<file path="config.mk">
export PLATFORM = sky130hd
export DESIGN_NAME = mgga_key_cmp
export DESIGN_NICKNAME = d
export VERILOG_FILES = /design/src/rtl/mgga_pkg.sv /design/src/rtl/mgga_key_cmp.sv
export SDC_FILE = /design/constraint.sdc
export NUM_CORES = 1
export LEC_CHECK = 0
export ABC_CLOCK_PERIOD_IN_PS = 3980
export BUFFER_PORTS_ARGS = -buffer_cell sky130_fd_sc_hd__buf_2
export CORE_MARGIN = 5
export CORE_UTILIZATION = 45
export DETAILED_ROUTE_END_ITERATION = 10
export GPL_TIMING_DRIVEN = 1
export PLACE_DENSITY = 0.78
export SLEW_MARGIN = 20
export SYNTH_ARGS = -nofsm -noshare
export SYNTH_HDL_FRONTEND = slang
export SYNTH_SLANG_ARGS = --single-unit
</file>
<file path="constraint.sdc">
create_clock -name vclk -period 3.98
set_input_delay 0.398 -clock vclk [all_inputs]
set_output_delay 0.398 -clock vclk [all_outputs]
set_load 0.02 [all_outputs]
</file>
<file path="src/rtl/mgga_pkg.sv">
// ============================================================================
// mgga_pkg
// Shared constants, heap entry types, RAM request bundle and sequencer states
// for the min-gap group allocator.
// ============================================================================
package mgga_pkg;

    localparam int MAX_GROUPS = 256;
    localparam int VAL_W      = 31;
    localparam int GRP_W      = (MAX_GROUPS > 1) ? $clog2(MAX_GROUPS) : 1;
    localparam int CNT_W      = $clog2(MAX_GROUPS + 1);
    localparam int POS_W      = CNT_W + 1;
    localparam int IDX_W      = 8;
    localparam int TOT_W      = 9;

    typedef struct packed {
        logic [VAL_W-1:0] val;
        logic [GRP_W-1:0] grp;
    } entry_t;

    typedef struct packed {
        logic [VAL_W:0]   val;
        logic [GRP_W-1:0] grp;
    } key_t;

    typedef struct packed {
        logic             re;
        logic [GRP_W-1:0] raddr_a;
        logic [GRP_W-1:0] raddr_b;
        logic             we;
        logic [GRP_W-1:0] waddr;
        entry_t           wdata;
    } ram_req_t;

    typedef enum logic [2:0] {
        ST_IDLE,
        ST_ROOT,
        ST_DN_RD,
        ST_DN_PICK,
        ST_DN_SWAP,
        ST_UP_RD,
        ST_UP_SWAP
    } state_t;

    function automatic key_t to_key(entry_t e);
        key_t k;
        k.val = {1'b0, e.val};
        k.grp = e.grp;
        return k;
    endfunction

endpackage

</file>
<file path="src/rtl/mgga_key_cmp.sv">
// ============================================================================
// mgga_key_cmp
// Shared key comparator: (lhs.val + bias, lhs.grp) < (rhs.val, rhs.grp).
// Serves the join test and every heap compare.
// ============================================================================
module mgga_key_cmp (
    input  mgga_pkg::key_t                   lhs,
    input  mgga_pkg::key_t                   rhs,
    input  logic [mgga_pkg::VAL_W-1:0]       bias,
    output logic                             lt
);
    import mgga_pkg::*;

    key_t lhs_biased;

    always_comb
    begin
        lhs_biased     = lhs;
        lhs_biased.val = lhs.val + (VAL_W + 1)'(bias);
        lt             = lhs_biased < rhs;
    end

endmodule

</file>
==> results.json <==
{
  "synth.distinct_cells": 48,
  "min_path_type": "in2out",
  "cp_cell_sequence": "buf_6, ha_4, buf_6, a211oi_4, o21ai_2, a21oi_2, o41a_1, o21ai_4, or4_1, nand4_1, ha_1, a21o_1, a21o_1, a21oi_2, o21ai_2, buf_4, buf_4, nor2_4, nor3_2, a21oi_2, buf_6",
  "final_common_cell": "buf_2",
  "period_share": 1.03,
  "hold_viol": 0,
  "relSlewSlack": 0.755,
  "cp.arrival_ns": 3.71,
  "grtUsageMet3": 0.0130,
  "path_class": "in2out",
  "final_antenna_net_count": 0,
  "grt_start_max_net_pins": 12,
  "syn_area_per_cell_um2": 7.11,
  "finalSetupViolCount": 1,
  "power_density_mw_per_mm2": 181,
  "cp.buffers_inverters": 5,
  "hpwl_um": 7700,
  "slowest_stage": "or4_1",
  "rsz0062_at_grt": "true",
  "ys_seq_area_frac": 0,
  "grtUsageMet1": 0.256,
  "cp_top_family": "compound AO/OA/AOI/OAI gates",
  "io_buffers": 112,
  "grt_pass1_wl_um": 14300,
  "p_leak_uw": 0.00224,
  "final_cell_mix": "buf_2, ha_1, buf_4",
  "antennaDiodeCount": 0,
  "crit_fanout": 4,
  "io_pins": 112,
  "coreArea_mm2": 0.00596,
  "run_status": "finished, violations left",
  "p_total_uw": 743,
  "regArea_um2": 0,
  "viasPerCell": 5.46,
  "max_freq_mhz": 243,
  "nClkBuffers": 0,
  "fp.dieW_um": 88.6,
  "tightestPinTransition_ns": 0.363,
  "ir_worst_vdd_uv": 115,
  "dieArea_mm2": 0.00785,
  "start_kind": "input port",
  "timing.hold.ws_ns": 1.38,
  "route.detailed.drc": 0,
  "nFlopsAndLatches": 0,
  "end_kind": "primary output",
  "antenna_found_initial": 0,
  "period_needed_ns": 4.11,
  "worst_ep_required_time_ns": 3.58,
  "area_growth_pct": 47.4,
  "postCtsHoldBufs": 0,
  "die_h_um": 88.6,
  "grt_pass1_vias": 3544,
  "slowest_delay_ns": 0.40,
  "route.final.wire_length_um": 8960,
  "synthCells": 391,
  "finalMaxSlewViolations": 0,
  "layout_setup_ws_ns": -0.130,
  "met2_usage": 0.424,
  "dr.pass1.iters": 4,
  "num-fill-cells": 513,
  "drive_above_1_share": 0.376,
  "vias": 3447,
  "ys_warn_count": 0,
  "drv_cap": 0,
  "grt_overflow": 0,
  "gp_congestion": 0.923,
  "syn-num-nets": 573,
  "track_usage": 0.215,
  "gr-max-usage-layer": "met2",
  "dp_slack_ns": -0.471,
  "syn_area_mm2": 0.00278,
  "rows": 28,
  "violations": "negative setup slack",
  "nets": 740,
  "wl_per_cell_um": 14.2,
  "start_util": 0.467,
  "drt_iter0_markers": 148
}
## metal layers
metal  share of wire  wire (um)
met4           0.014        121
met5               0          0
met2            0.50       4510
met3           0.059        527
met1            0.42       3800
## cell type report
type / count / area, um2 / share of cell area
Multi-Input combinational cell: 332 / 2770 / 0.677
Timing Repair Buffer: 173 / 1040 / 0.254
Inverter: 51 / 191 / 0.0467
Tap cell: 75 / 93.8 / 0.0229
## synthesized netlist by cell type, types with 2 or more instances
| master | instances | area share |
|---|---|---|
| ha_1 | 70 | 0.31 |
| clkbuf_1 | 6 | 0.0081 |
| a211oi_1 | 6 | 0.016 |
| a41oi_1 | 2 | 0.0063 |
| and2_1 | 4 | 0.0090 |
| a21o_1 | 32 | 0.086 |
| nand2b_1 | 3 | 0.0067 |
| nand3_1 | 2 | 0.0036 |
| a31o_2 | 2 | 0.0063 |
| o221ai_1 | 2 | 0.0063 |
| o21ai_1 | 3 | 0.0054 |
| mux2i_1 | 2 | 0.0072 |
| nand2_1 | 25 | 0.034 |
| nand4_1 | 16 | 0.036 |
| o21bai_1 | 5 | 0.013 |
| or3_1 | 3 | 0.0067 |
| nor2b_1 | 4 | 0.0090 |
| xnor2_1 | 19 | 0.060 |
| a211o_1 | 2 | 0.0063 |
| or4_1 | 2 | 0.0054 |
| inv_1 | 51 | 0.069 |
| nor4b_1 | 2 | 0.0063 |
| o21ai_0 | 20 | 0.036 |
| buf_2 | 2 | 0.0036 |
| a311o_1 | 2 | 0.0072 |
| o21a_1 | 3 | 0.0081 |
| nor3_1 | 7 | 0.013 |
| nor2_1 | 23 | 0.031 |
| nor4_1 | 4 | 0.0090 |
| a2111oi_0 | 2 | 0.0063 |
| xor2_1 | 6 | 0.019 |
| a21oi_1 | 41 | 0.074 |
| a221oi_1 | 3 | 0.0094 |
## what timing repair did
action | CTS | global route
gates cloned | 0 | 0
buffers inserted | 8 | 2
resized for setup | 16 | 18
setup endpoints to repair | 1 | 1
pin swaps | 20 | 13
hold endpoints to repair | 0 | 0
## tightest hold or removal path: cells and delay by family
kind            cells  cell delay [ns]
buf+inv             3             0.26
fa+ha+maj           1             0.15
compound gates      3             0.17
## through the flow
step	utilization	TNS, ns	area (um2)	cells
2_1_floorplan	-	0	2870	391
3_3_place_gp	0.650	-0.373	3870	621
3_5_place_dp	0.650	-0.471	3870	621
4_1_cts	0.672	-0.190	4010	629
5_1_grt	0.688	-0.223	4100	631
6_report	0.688	-0.130	4100	631
## logic make-up (layout without fill, tap and decap cells)
group / count (synthesis) / in the layout / share of synthesized area
compound gates: 137 / 137 / 0.336
xor+xnor: 25 / 25 / 0.0787
fa+ha+maj: 71 / 71 / 0.322
buf+inv: 59 / 224 / 0.0805
mux: 2 / 2 / 0.00720
simple gates: 97 / 97 / 0.175
## path summary, 6_finish.rpt
check,from,cells past startpoint,end
setup / recovery,bias[0],21,lt
hold / removal,rhs[39],7,lt
## where the power goes
part	total, uW	internal [uW]	switching [uW]
combinational	743	377	366
sequential	0	0	0
clock	0	0	0
total	743	377	366
Power figures use the tool's default switching activity.
